===== src/rtl/prtrs_pkg.sv =====
// ----------------------------------------------------------------------------
// Task scheduler package
// Shared widths, codes, the task table entry layout and the deadline test.
// ----------------------------------------------------------------------------
package prtrs_pkg;

  localparam int TASK_SLOTS = 16;
  localparam int SLOT_W     = $clog2(TASK_SLOTS);
  localparam int PRIO_W     = 8;
  localparam int QID_W      = 8;
  localparam int TICK_W     = 32;

  typedef logic [2:0] tstate_t;
  localparam tstate_t TS_FREE    = 3'd0;
  localparam tstate_t TS_READY   = 3'd1;
  localparam tstate_t TS_RUNNING = 3'd2;
  localparam tstate_t TS_BLOCKED = 3'd3;
  localparam tstate_t TS_DEAD    = 3'd4;

  typedef logic [3:0] op_t;
  localparam op_t OP_TICK   = 4'd0;
  localparam op_t OP_CREATE = 4'd1;
  localparam op_t OP_FREE   = 4'd2;
  localparam op_t OP_START  = 4'd3;
  localparam op_t OP_YIELD  = 4'd4;
  localparam op_t OP_DELAY  = 4'd5;
  localparam op_t OP_PARK   = 4'd6;
  localparam op_t OP_WAKE   = 4'd7;
  localparam op_t OP_FINISH = 4'd8;

  typedef logic [1:0] status_t;
  localparam status_t STS_OK      = 2'd0;
  localparam status_t STS_NOSLOT  = 2'd1;
  localparam status_t STS_TIMEOUT = 2'd2;
  localparam status_t STS_IGNORED = 2'd3;

  typedef struct packed {
    tstate_t            st;
    logic [PRIO_W-1:0]  prio;
    logic [TICK_W-1:0]  wake;
    logic               dv;
    logic [QID_W-1:0]   qid;
  } entry_t;

  localparam int ENTRY_W = $bits(entry_t);

  // wrap-safe: deadline reached when (now - deadline) is non-negative
  function automatic logic tick_reached(input logic [TICK_W-1:0] now,
                                        input logic [TICK_W-1:0] deadline);
    logic [TICK_W-1:0] diff;
    diff = now - deadline;
    return ~diff[TICK_W-1];
  endfunction

endpackage


===== src/rtl/prtrs_ram.sv =====
// ----------------------------------------------------------------------------
// Generic RAM
// One write port, one read port, read data registered.
// ----------------------------------------------------------------------------
module prtrs_ram #(
  parameter int WIDTH = 8,
  parameter int DEPTH = 16
) (
  input  logic                     clk,
  input  logic                     we,
  input  logic [$clog2(DEPTH)-1:0] waddr,
  input  logic [WIDTH-1:0]         wdata,
  input  logic [$clog2(DEPTH)-1:0] raddr,
  output logic [WIDTH-1:0]         rdata
);

  logic [WIDTH-1:0] mem [DEPTH];

  always_ff @(posedge clk) begin
    if (we) begin
      mem[waddr] <= wdata;
    end
    rdata <= mem[raddr];
  end

endmodule


===== src/rtl/priority_round_robin_task_scheduler.sv =====
// ----------------------------------------------------------------------------
// Priority round-robin task scheduler
// Task table in RAM, event sequencer and scheduling pass.
// ----------------------------------------------------------------------------
// Requests arrive on the input channel (in_valid/in_stall) carrying an op and
// its operands; each request yields exactly one result on the output channel
// (out_valid/out_stall): status, slot_index, slot_valid and tick_now.
// The task table sits in a one-read one-write RAM; each slot has a valid bit
// in flops so slots never written read as free with zeroed fields.
// Tick without a pass, free and ignored requests go straight to the result;
// create and wake scan the table, one slot per cycle; a scheduling pass
// reads all 16 slots (waking expired waiters as it goes), then writes back
// the chosen task, with a modify of the running task first. The table scan
// sets the rate: one request at a time, the next one taken the cycle after
// the result is loaded. Reset empties the table, clears the tick counter and
// the current task; no clearing pass is needed. A new request is taken while
// the previous result waits in the output register; a request that completes
// while the receiver stalls holds until that result has gone.
module priority_round_robin_task_scheduler (
  input  logic                         clk,
  input  logic                         rst,
  input  logic                         in_valid,
  output logic                         in_stall,
  input  logic [3:0]                   op,
  input  logic [prtrs_pkg::PRIO_W-1:0] priority_req,
  input  logic [3:0]                   slot,
  input  logic [31:0]                  ticks,
  input  logic [prtrs_pkg::QID_W-1:0]  queue_id,
  input  logic                         forever_req,
  output logic                         out_valid,
  input  logic                         out_stall,
  output logic [1:0]                   status,
  output logic [3:0]                   slot_index,
  output logic                         slot_valid,
  output logic [31:0]                  tick_now
);

  localparam int SW = prtrs_pkg::SLOT_W;

  localparam logic [2:0] S_IDLE   = 3'd0;
  localparam logic [2:0] S_DEC    = 3'd1;
  localparam logic [2:0] S_MOD    = 3'd2;
  localparam logic [2:0] S_SCAN   = 3'd3;
  localparam logic [2:0] S_PICK   = 3'd4;
  localparam logic [2:0] S_CREATE = 3'd5;
  localparam logic [2:0] S_WAKE   = 3'd6;
  localparam logic [2:0] S_DONE   = 3'd7;

  logic [2:0] fsm, fsm_next;

  prtrs_pkg::op_t                op_q, op_q_next;
  logic [prtrs_pkg::PRIO_W-1:0]  prio_q, prio_q_next;
  logic [SW-1:0]                 slot_q, slot_q_next;
  logic [31:0]                   ticks_q, ticks_q_next;
  logic [prtrs_pkg::QID_W-1:0]   qid_q, qid_q_next;
  logic                          forever_q, forever_q_next;

  logic [31:0]   tick_count, tick_count_next;
  logic          started, started_next;
  logic [SW-1:0] cur_slot, cur_slot_next;
  logic          cur_valid, cur_valid_next;
  logic          run_flag, run_flag_next;
  logic [prtrs_pkg::TASK_SLOTS-1:0] vld;

  logic [SW:0]   scan_cnt, scan_cnt_next;
  logic          rd_pend, rd_pend_next;
  logic [SW-1:0] rd_addr_q;
  logic          rd_vld_q;

  logic                found, found_next;
  logic [SW-1:0]       best_slot, best_slot_next;
  logic [SW-1:0]       best_dist, best_dist_next;
  prtrs_pkg::entry_t   best_ent, best_ent_next;

  prtrs_pkg::status_t  res_status, res_status_next;
  logic [SW-1:0]       res_slot, res_slot_next;
  logic                res_svalid, res_svalid_next;
  logic                out_valid_next;
  logic                out_load;

  logic                         ram_we;
  logic [SW-1:0]                ram_waddr;
  prtrs_pkg::entry_t            ram_wdata;
  logic [SW-1:0]                ram_raddr;
  logic [prtrs_pkg::ENTRY_W-1:0] ram_rdata;

  prtrs_pkg::entry_t ent, e_mod, e_scan;
  logic [SW-1:0]     scan_start, rr_off;
  logic              last;
  logic [31:0]       dly, park_dl;

  prtrs_ram #(
    .WIDTH (prtrs_pkg::ENTRY_W),
    .DEPTH (prtrs_pkg::TASK_SLOTS)
  ) u_table (
    .clk   (clk),
    .we    (ram_we),
    .waddr (ram_waddr),
    .wdata (ram_wdata),
    .raddr (ram_raddr),
    .rdata (ram_rdata)
  );

  assign in_stall = (fsm != S_IDLE);
  assign ent      = rd_vld_q ? prtrs_pkg::entry_t'(ram_rdata) : '0;
  assign last     = (rd_addr_q == SW'(prtrs_pkg::TASK_SLOTS - 1));
  assign scan_start = cur_valid ? cur_slot + SW'(1) : '0;
  assign rr_off   = rd_addr_q - scan_start;
  assign dly      = tick_count + ((ticks_q == 32'd0) ? 32'd1 : ticks_q);
  assign park_dl  = tick_count + ticks_q;

  always_comb begin
    fsm_next        = fsm;
    op_q_next       = op_q;
    prio_q_next     = prio_q;
    slot_q_next     = slot_q;
    ticks_q_next    = ticks_q;
    qid_q_next      = qid_q;
    forever_q_next  = forever_q;
    tick_count_next = tick_count;
    started_next    = started;
    cur_slot_next   = cur_slot;
    cur_valid_next  = cur_valid;
    run_flag_next   = run_flag;
    scan_cnt_next   = scan_cnt;
    found_next      = found;
    best_slot_next  = best_slot;
    best_dist_next  = best_dist;
    best_ent_next   = best_ent;
    res_status_next = res_status;
    res_slot_next   = res_slot;
    res_svalid_next = res_svalid;
    out_load        = 1'b0;
    out_valid_next  = out_valid & out_stall;
    ram_we          = 1'b0;
    ram_waddr       = rd_addr_q;
    ram_wdata       = ent;
    ram_raddr       = scan_cnt[SW-1:0];
    rd_pend_next    = 1'b0;
    e_mod           = ent;
    e_scan          = ent;

    // slot reads for the table scans, one per cycle
    if ((fsm == S_SCAN || fsm == S_CREATE || fsm == S_WAKE) && !scan_cnt[SW]) begin
      rd_pend_next  = 1'b1;
      scan_cnt_next = scan_cnt + (SW+1)'(1);
    end

    unique case (fsm)
      S_IDLE: begin
        if (in_valid) begin
          op_q_next      = op;
          prio_q_next    = priority_req;
          slot_q_next    = slot;
          ticks_q_next   = ticks;
          qid_q_next     = queue_id;
          forever_q_next = forever_req;
          fsm_next       = S_DEC;
        end
      end
      S_DEC: begin
        res_status_next = prtrs_pkg::STS_OK;
        res_slot_next   = '0;
        res_svalid_next = 1'b0;
        scan_cnt_next   = '0;
        found_next      = 1'b0;
        ram_raddr       = cur_slot;
        fsm_next        = S_DONE;
        unique case (op_q)
          prtrs_pkg::OP_TICK: begin
            tick_count_next = tick_count + 32'd1;
            if (started && !run_flag) fsm_next = S_SCAN;
          end
          prtrs_pkg::OP_CREATE: fsm_next = S_CREATE;
          prtrs_pkg::OP_FREE: begin
            ram_we    = 1'b1;
            ram_waddr = slot_q;
            ram_wdata = '0;
            if (cur_valid && slot_q == cur_slot) run_flag_next = 1'b0;
          end
          prtrs_pkg::OP_START: begin
            if (started) begin
              res_status_next = prtrs_pkg::STS_IGNORED;
            end else begin
              started_next = 1'b1;
              fsm_next     = S_SCAN;
            end
          end
          prtrs_pkg::OP_YIELD, prtrs_pkg::OP_DELAY, prtrs_pkg::OP_FINISH: begin
            if (!started || !run_flag) res_status_next = prtrs_pkg::STS_IGNORED;
            else fsm_next = S_MOD;
          end
          prtrs_pkg::OP_PARK: begin
            if (!started || !run_flag || qid_q == '0) begin
              res_status_next = prtrs_pkg::STS_IGNORED;
            end else if (!forever_q && prtrs_pkg::tick_reached(tick_count, park_dl)) begin
              res_status_next = prtrs_pkg::STS_TIMEOUT;
            end else begin
              fsm_next = S_MOD;
            end
          end
          prtrs_pkg::OP_WAKE: begin
            if (qid_q == '0) res_status_next = prtrs_pkg::STS_IGNORED;
            else fsm_next = S_WAKE;
          end
          default: res_status_next = prtrs_pkg::STS_IGNORED;
        endcase
      end
      S_MOD: begin
        unique case (op_q)
          prtrs_pkg::OP_YIELD: e_mod.st = prtrs_pkg::TS_READY;
          prtrs_pkg::OP_DELAY: begin
            e_mod.wake = dly;
            e_mod.dv   = 1'b1;
            e_mod.st   = prtrs_pkg::TS_BLOCKED;
          end
          prtrs_pkg::OP_PARK: begin
            e_mod.qid  = qid_q;
            e_mod.wake = forever_q ? 32'd0 : park_dl;
            e_mod.dv   = ~forever_q;
            e_mod.st   = prtrs_pkg::TS_BLOCKED;
          end
          default: e_mod.st = prtrs_pkg::TS_DEAD;
        endcase
        ram_we        = 1'b1;
        ram_waddr     = cur_slot;
        ram_wdata     = e_mod;
        run_flag_next = 1'b0;
        fsm_next      = S_SCAN;
      end
      S_SCAN: begin
        if (rd_pend) begin
          if (ent.st == prtrs_pkg::TS_BLOCKED && ent.dv &&
              prtrs_pkg::tick_reached(tick_count, ent.wake)) begin
            e_scan.st  = prtrs_pkg::TS_READY;
            e_scan.qid = '0;
            e_scan.dv  = 1'b0;
            ram_we     = 1'b1;
            ram_wdata  = e_scan;
          end
          if (e_scan.st == prtrs_pkg::TS_READY &&
              (!found || e_scan.prio > best_ent.prio ||
               (e_scan.prio == best_ent.prio && rr_off < best_dist))) begin
            found_next     = 1'b1;
            best_slot_next = rd_addr_q;
            best_dist_next = rr_off;
            best_ent_next  = e_scan;
          end
          if (last) fsm_next = S_PICK;
        end
      end
      S_PICK: begin
        if (found) begin
          ram_we          = 1'b1;
          ram_waddr       = best_slot;
          ram_wdata       = best_ent;
          ram_wdata.st    = prtrs_pkg::TS_RUNNING;
          cur_slot_next   = best_slot;
          cur_valid_next  = 1'b1;
          run_flag_next   = 1'b1;
          res_slot_next   = best_slot;
          res_svalid_next = 1'b1;
        end
        fsm_next = S_DONE;
      end
      S_CREATE: begin
        if (rd_pend) begin
          if (ent.st == prtrs_pkg::TS_FREE) begin
            ram_we          = 1'b1;
            ram_wdata       = '0;
            ram_wdata.st    = prtrs_pkg::TS_READY;
            ram_wdata.prio  = prio_q;
            res_slot_next   = rd_addr_q;
            res_svalid_next = 1'b1;
            fsm_next        = S_DONE;
          end else if (last) begin
            res_status_next = prtrs_pkg::STS_NOSLOT;
            fsm_next        = S_DONE;
          end
        end
      end
      S_WAKE: begin
        if (rd_pend) begin
          if (ent.st == prtrs_pkg::TS_BLOCKED && ent.qid == qid_q) begin
            e_scan.st       = prtrs_pkg::TS_READY;
            e_scan.qid      = '0;
            e_scan.dv       = 1'b0;
            ram_we          = 1'b1;
            ram_wdata       = e_scan;
            res_slot_next   = rd_addr_q;
            res_svalid_next = 1'b1;
            fsm_next        = S_DONE;
          end else if (last) begin
            fsm_next = S_DONE;
          end
        end
      end
      S_DONE: begin
        if (!out_valid || !out_stall) begin
          out_load       = 1'b1;
          out_valid_next = 1'b1;
          fsm_next       = S_IDLE;
        end
      end
      default: fsm_next = S_IDLE;
    endcase
  end

  always_ff @(posedge clk) begin
    if (rst) begin
      fsm        <= S_IDLE;
      tick_count <= '0;
      started    <= 1'b0;
      cur_slot   <= '0;
      cur_valid  <= 1'b0;
      run_flag   <= 1'b0;
      vld        <= '0;
      rd_pend    <= 1'b0;
      out_valid  <= 1'b0;
    end else begin
      fsm        <= fsm_next;
      tick_count <= tick_count_next;
      started    <= started_next;
      cur_slot   <= cur_slot_next;
      cur_valid  <= cur_valid_next;
      run_flag   <= run_flag_next;
      rd_pend    <= rd_pend_next;
      out_valid  <= out_valid_next;
      if (ram_we) vld[ram_waddr] <= 1'b1;
    end
  end

  always_ff @(posedge clk) begin
    op_q       <= op_q_next;
    prio_q     <= prio_q_next;
    slot_q     <= slot_q_next;
    ticks_q    <= ticks_q_next;
    qid_q      <= qid_q_next;
    forever_q  <= forever_q_next;
    scan_cnt   <= scan_cnt_next;
    rd_addr_q  <= ram_raddr;
    rd_vld_q   <= vld[ram_raddr];
    found      <= found_next;
    best_slot  <= best_slot_next;
    best_dist  <= best_dist_next;
    best_ent   <= best_ent_next;
    res_status <= res_status_next;
    res_slot   <= res_slot_next;
    res_svalid <= res_svalid_next;
    if (out_load) begin
      status     <= res_status;
      slot_index <= res_slot;
      slot_valid <= res_svalid;
      tick_now   <= tick_count;
    end
  end

endmodule


===== config.mk =====
export PLATFORM = sky130hd
export DESIGN_NAME = priority_round_robin_task_scheduler
export DESIGN_NICKNAME = d
export VERILOG_FILES = /design/src/rtl/prtrs_pkg.sv /design/src/rtl/prtrs_ram.sv /design/src/rtl/priority_round_robin_task_scheduler.sv
export SDC_FILE = /design/constraint.sdc
export NUM_CORES = 2
export LEC_CHECK = 0
export ABC_CLOCK_PERIOD_IN_PS = 6750
export CORE_ASPECT_RATIO = 1.25
export CORE_MARGIN = 3
export CORE_UTILIZATION = 60
export CTS_CLUSTER_DIAMETER = 120
export DETAILED_ROUTE_END_ITERATION = 7
export DONT_BUFFER_PORTS = 1
export GPL_TIMING_DRIVEN = 0
export PLACE_DENSITY = 0.79
export SLEW_MARGIN = 15
export SYNTH_ARGS = -nofsm -noshare
export SYNTH_HDL_FRONTEND = slang
export SYNTH_SLANG_ARGS = --single-unit

===== constraint.sdc =====
create_clock -name clk -period 6.75 [get_ports clk]
set_input_delay 0.675 -clock clk [delete_from_list [all_inputs] [get_ports clk]]
set_output_delay 0.675 -clock clk [all_outputs]
set_load 0.05 [all_outputs]

==> flow_summary.yaml <==
routing:
  first_pass_iters: 8
  drtAntennaViolNets: 0
  wire_per_inst_um: 25.8
  vias_per_cell: 6.49
  drc_errors: 0
  wirelength_um: 143000
  vias: 36100
  drt_iter0_drc: 4985
flow_run:
  max_cap_violations: 0
placed_design:
  dp_cells: 5367
  io_buffers: 0
  placed_cell_area_um2: 51700
  routabilityCongestion: 0.937
  dp_hpwl_um: 103000
synth:
  syn_nets: 4458
  ys.warnings.count: 0
  synth-edff-count: 993
  async_flop_share: 0
  netlist_instances: 4254
  ys_types: 88
  ys_ff_latch: 1115
  avgSynthCellArea_um2: 11.6
  synth_area_um2: 49200
  ys.flop_type: "edfxtp_1"
  ys_seq_area_frac: 0.655
worst_setup_path:
  cp.arrival_ps: 6880
  crit_path_end_kind: "flip-flop"
  worstPathMaxFanout: 23
  worstSetupPathType: "reg -> reg"
  critPathRequiredTime_ps: 7130
  worstSetupStartpointType: "flip-flop"
sta:
  rsz0062_at_grt: "false"
  final-hold-violation-count: 0
  min_period_over_period: 0.964
  slew_violations: 0
  worst_slew_pin_slew_ps: 1230
  finalClockSkew_ps: 26.9
  fmax_mhz: 154
  finalCriticalPeriod_ps: 6510
  maxSlewHeadroom: 0.174
  setup_violations: 0
clock_network:
  ctsHoldBuffers: 0
  clk_root_buffer_cell: "clkbuf_16"
  clkSlewWorstSetupHoldPaths_ps: 70
  cts_tree: "done"
  clock-sinks: 1115
  h-tree-depth: 3
  cts_buffers: 102
  clk_latency_ps: 700
  cts.path.max_buffers: 3
die:
  die_h_um: 326
  io_pins: 102
  dieWidth_um: 262
  dieArea_um2: 85500
  core_area_um2: 80700
  initial_core_util: 0.610
  rows: 116
hold_path:
  min_path_type: "in -> reg"
power:
  powerDensity_nw_per_um2: 414
  peakVddDrop_mv: 0.252
  p_total_mw: 22.8
  p_leak_nw: 20.0
status:
  run_status: "finished clean"
global_route:
  grt_pass1_wl_um: 212000
  grt_overflow: 0
  grt_usage: 0.331
  grt_pass1_vias: 35900
  grt_antenna_before_repair: 3
  grt_max_degree: 42
layout:
  syn_to_final_growth_pct: 12.0
  seqCellArea_um2: 32300
  final_area_um2: 55100
  drive_above_1_share: 0.0796
  layout.nets: 4614
  stdcell_count: 5562
  multiInputGateArea_um2: 15700
  nFillCells: 5509
[synthesized netlist by cell type, types with 24 or more instances]
master / count / share of area
nand2_1: 1013 / 0.077
edfxtp_1: 993 / 0.61
nand3_1: 472 / 0.048
clkbuf_1: 169 / 0.013
nor2_1: 154 / 0.012
a21oi_1: 149 / 0.015
ha_1: 140 / 0.036
dfxtp_1: 122 / 0.050
a311oi_1: 108 / 0.019
o21ai_0: 106 / 0.011
inv_1: 102 / 0.0078
a31oi_1: 68 / 0.0086
and3_1: 64 / 0.0081
buf_2: 64 / 0.0065
xnor2_1: 53 / 0.0094
xor2_1: 42 / 0.0075
a21o_1: 37 / 0.0056
o22ai_1: 29 / 0.0037
nand4_1: 24 / 0.0030
[cell families (layout without fill, tap and decap cells)]
| logic type | count (synthesis) | after routing | synth area share |
|---|---|---|---|
| other cells | 0 | 1 | 0 |
| fa+ha+maj | 143 | 143 | 0.0368 |
| xor+xnor | 95 | 95 | 0.0169 |
| compound gates | 663 | 663 | 0.0918 |
| buf+inv | 368 | 613 | 0.0299 |
| simple gates | 1849 | 1849 | 0.165 |
| mux | 21 | 21 | 0.00452 |
| flops | 1115 | 1115 | 0.655 |
[cell usage in the layout, fill, tap and decap left out, types with 13 or more instances in the layout]
cell | Yosys | final
clkinv_1 | 1 | 13
xor2_1 | 42 | 42
buf_4 | 2 | 16
a221o_1 | 15 | 15
buf_12 | 0 | 31
and3_1 | 64 | 64
o21ai_0 | 106 | 87
nor2_4 | 1 | 18
nand3_1 | 472 | 472
nand2_1 | 1013 | 1013
a21o_1 | 37 | 37
nor4_1 | 16 | 16
a31oi_1 | 68 | 68
nor2b_1 | 15 | 15
clkbuf_1 | 169 | 187
edfxtp_1 | 993 | 993
o21a_1 | 14 | 14
mux2i_1 | 20 | 17
o211ai_1 | 13 | 13
xnor2_1 | 53 | 53
o21ai_1 | 4 | 20
o22ai_1 | 29 | 29
nand2b_1 | 14 | 14
a22oi_1 | 23 | 23
nor2_1 | 154 | 136
inv_1 | 102 | 102
a21oi_1 | 149 | 144
buf_2 | 64 | 64
buf_1 | 23 | 23
clkbuf_16 | 0 | 103
nand4_1 | 24 | 24
dfxtp_1 | 122 | 122
ha_1 | 140 | 140
clkinv_2 | 0 | 18
a311oi_1 | 108 | 108
nor3_1 | 22 | 21
[timing repair]
action / 4_1_cts / 5_1_grt
buffers inserted: 0 / 1
resized for setup: 0 / 6
endpoints found under the setup margin: 0 / 313
[worst max-delay path, stage by stage, from the launching register on]
cell,delay (ps)
dfxtp_1,310
clkbuf_2,280
buf_2,380
clkbuf_1,440
clkbuf_2,410
nand2_1,180
ha_1,360
nand4_1,170
nor4_1,470
nand2_1,90
o211ai_1,640
a21oi_1,210
mux2i_1,320
nand2b_1,230
buf_2,280
nand3_2,390
nor2_4,520
buf_12,260
buf_12,210
[sequential cells by signal, summed over array words and instances (netlist names), 5 cells and up]
register	flops
tick_count	32
ticks_q	32
u_table.rdata	52
prio_q	8
u_table.mem	832
tick_now	32
best_ent	49
qid_q	8
scan_cnt	5
vld	16
[layout make-up]
| cell class | instances | area share |
|---|---|---|
| multi-input cells | 2771 | 0.286 |
| flip-flops and latches | 1115 | 0.585 |
| plain buffers | 260 | 0.0194 |
| clock inverters | 58 | 0.0112 |
| inverters | 108 | 0.00736 |
| diodes | 1 | 0.0000454 |
| clock buffers | 135 | 0.0509 |
| well taps | 1062 | 0.0241 |
| repair buffers | 52 | 0.0161 |
[metrics by stage]
step | hold slack (ps) | util | worst slack (ps) | setup TNS, ps
finish | 69.7 | 0.683 | 242 | 0
global route | 55.7 | 0.683 | 47.1 | 0
CTS | 51.1 | 0.683 | 144 | 0
detailed placement | 406 | 0.640 | 184 | 0
global placement | 404 | 0.626 | -2620 | -2110740
floorplan | 400 | - | 955 | 0
[path summary, 6_finish.rpt]
check / start / end / slack [ps] / cells after the start
min reg2reg: res_svalid / slot_valid / 420 / 0
max reg2reg: rd_vld_q / u_table.mem[10][20] / 240 / 18
min: ticks[5] / ticks_q[5] / 70 / 0
max: rd_vld_q / u_table.mem[10][20] / 240 / 18
[layer usage]
layer,share of wire,track usage,vias to the layer above
li1,-,-,16000
met1,0.35,0.405,17400
met2,0.50,0.562,2264
met3,0.098,0.0544,459
met4,0.052,0.176,2
met5,0.000091,0,-
[power breakdown]
| group | internal, mW | total (mW) | switching (mW) |
|---|---|---|---|
| registers | 9.12 | 9.55 | 0.430 |
| logic | 1.93 | 7.41 | 5.48 |
| clock network | 3.30 | 5.88 | 2.58 |
Power figures use the tool's default switching activity.
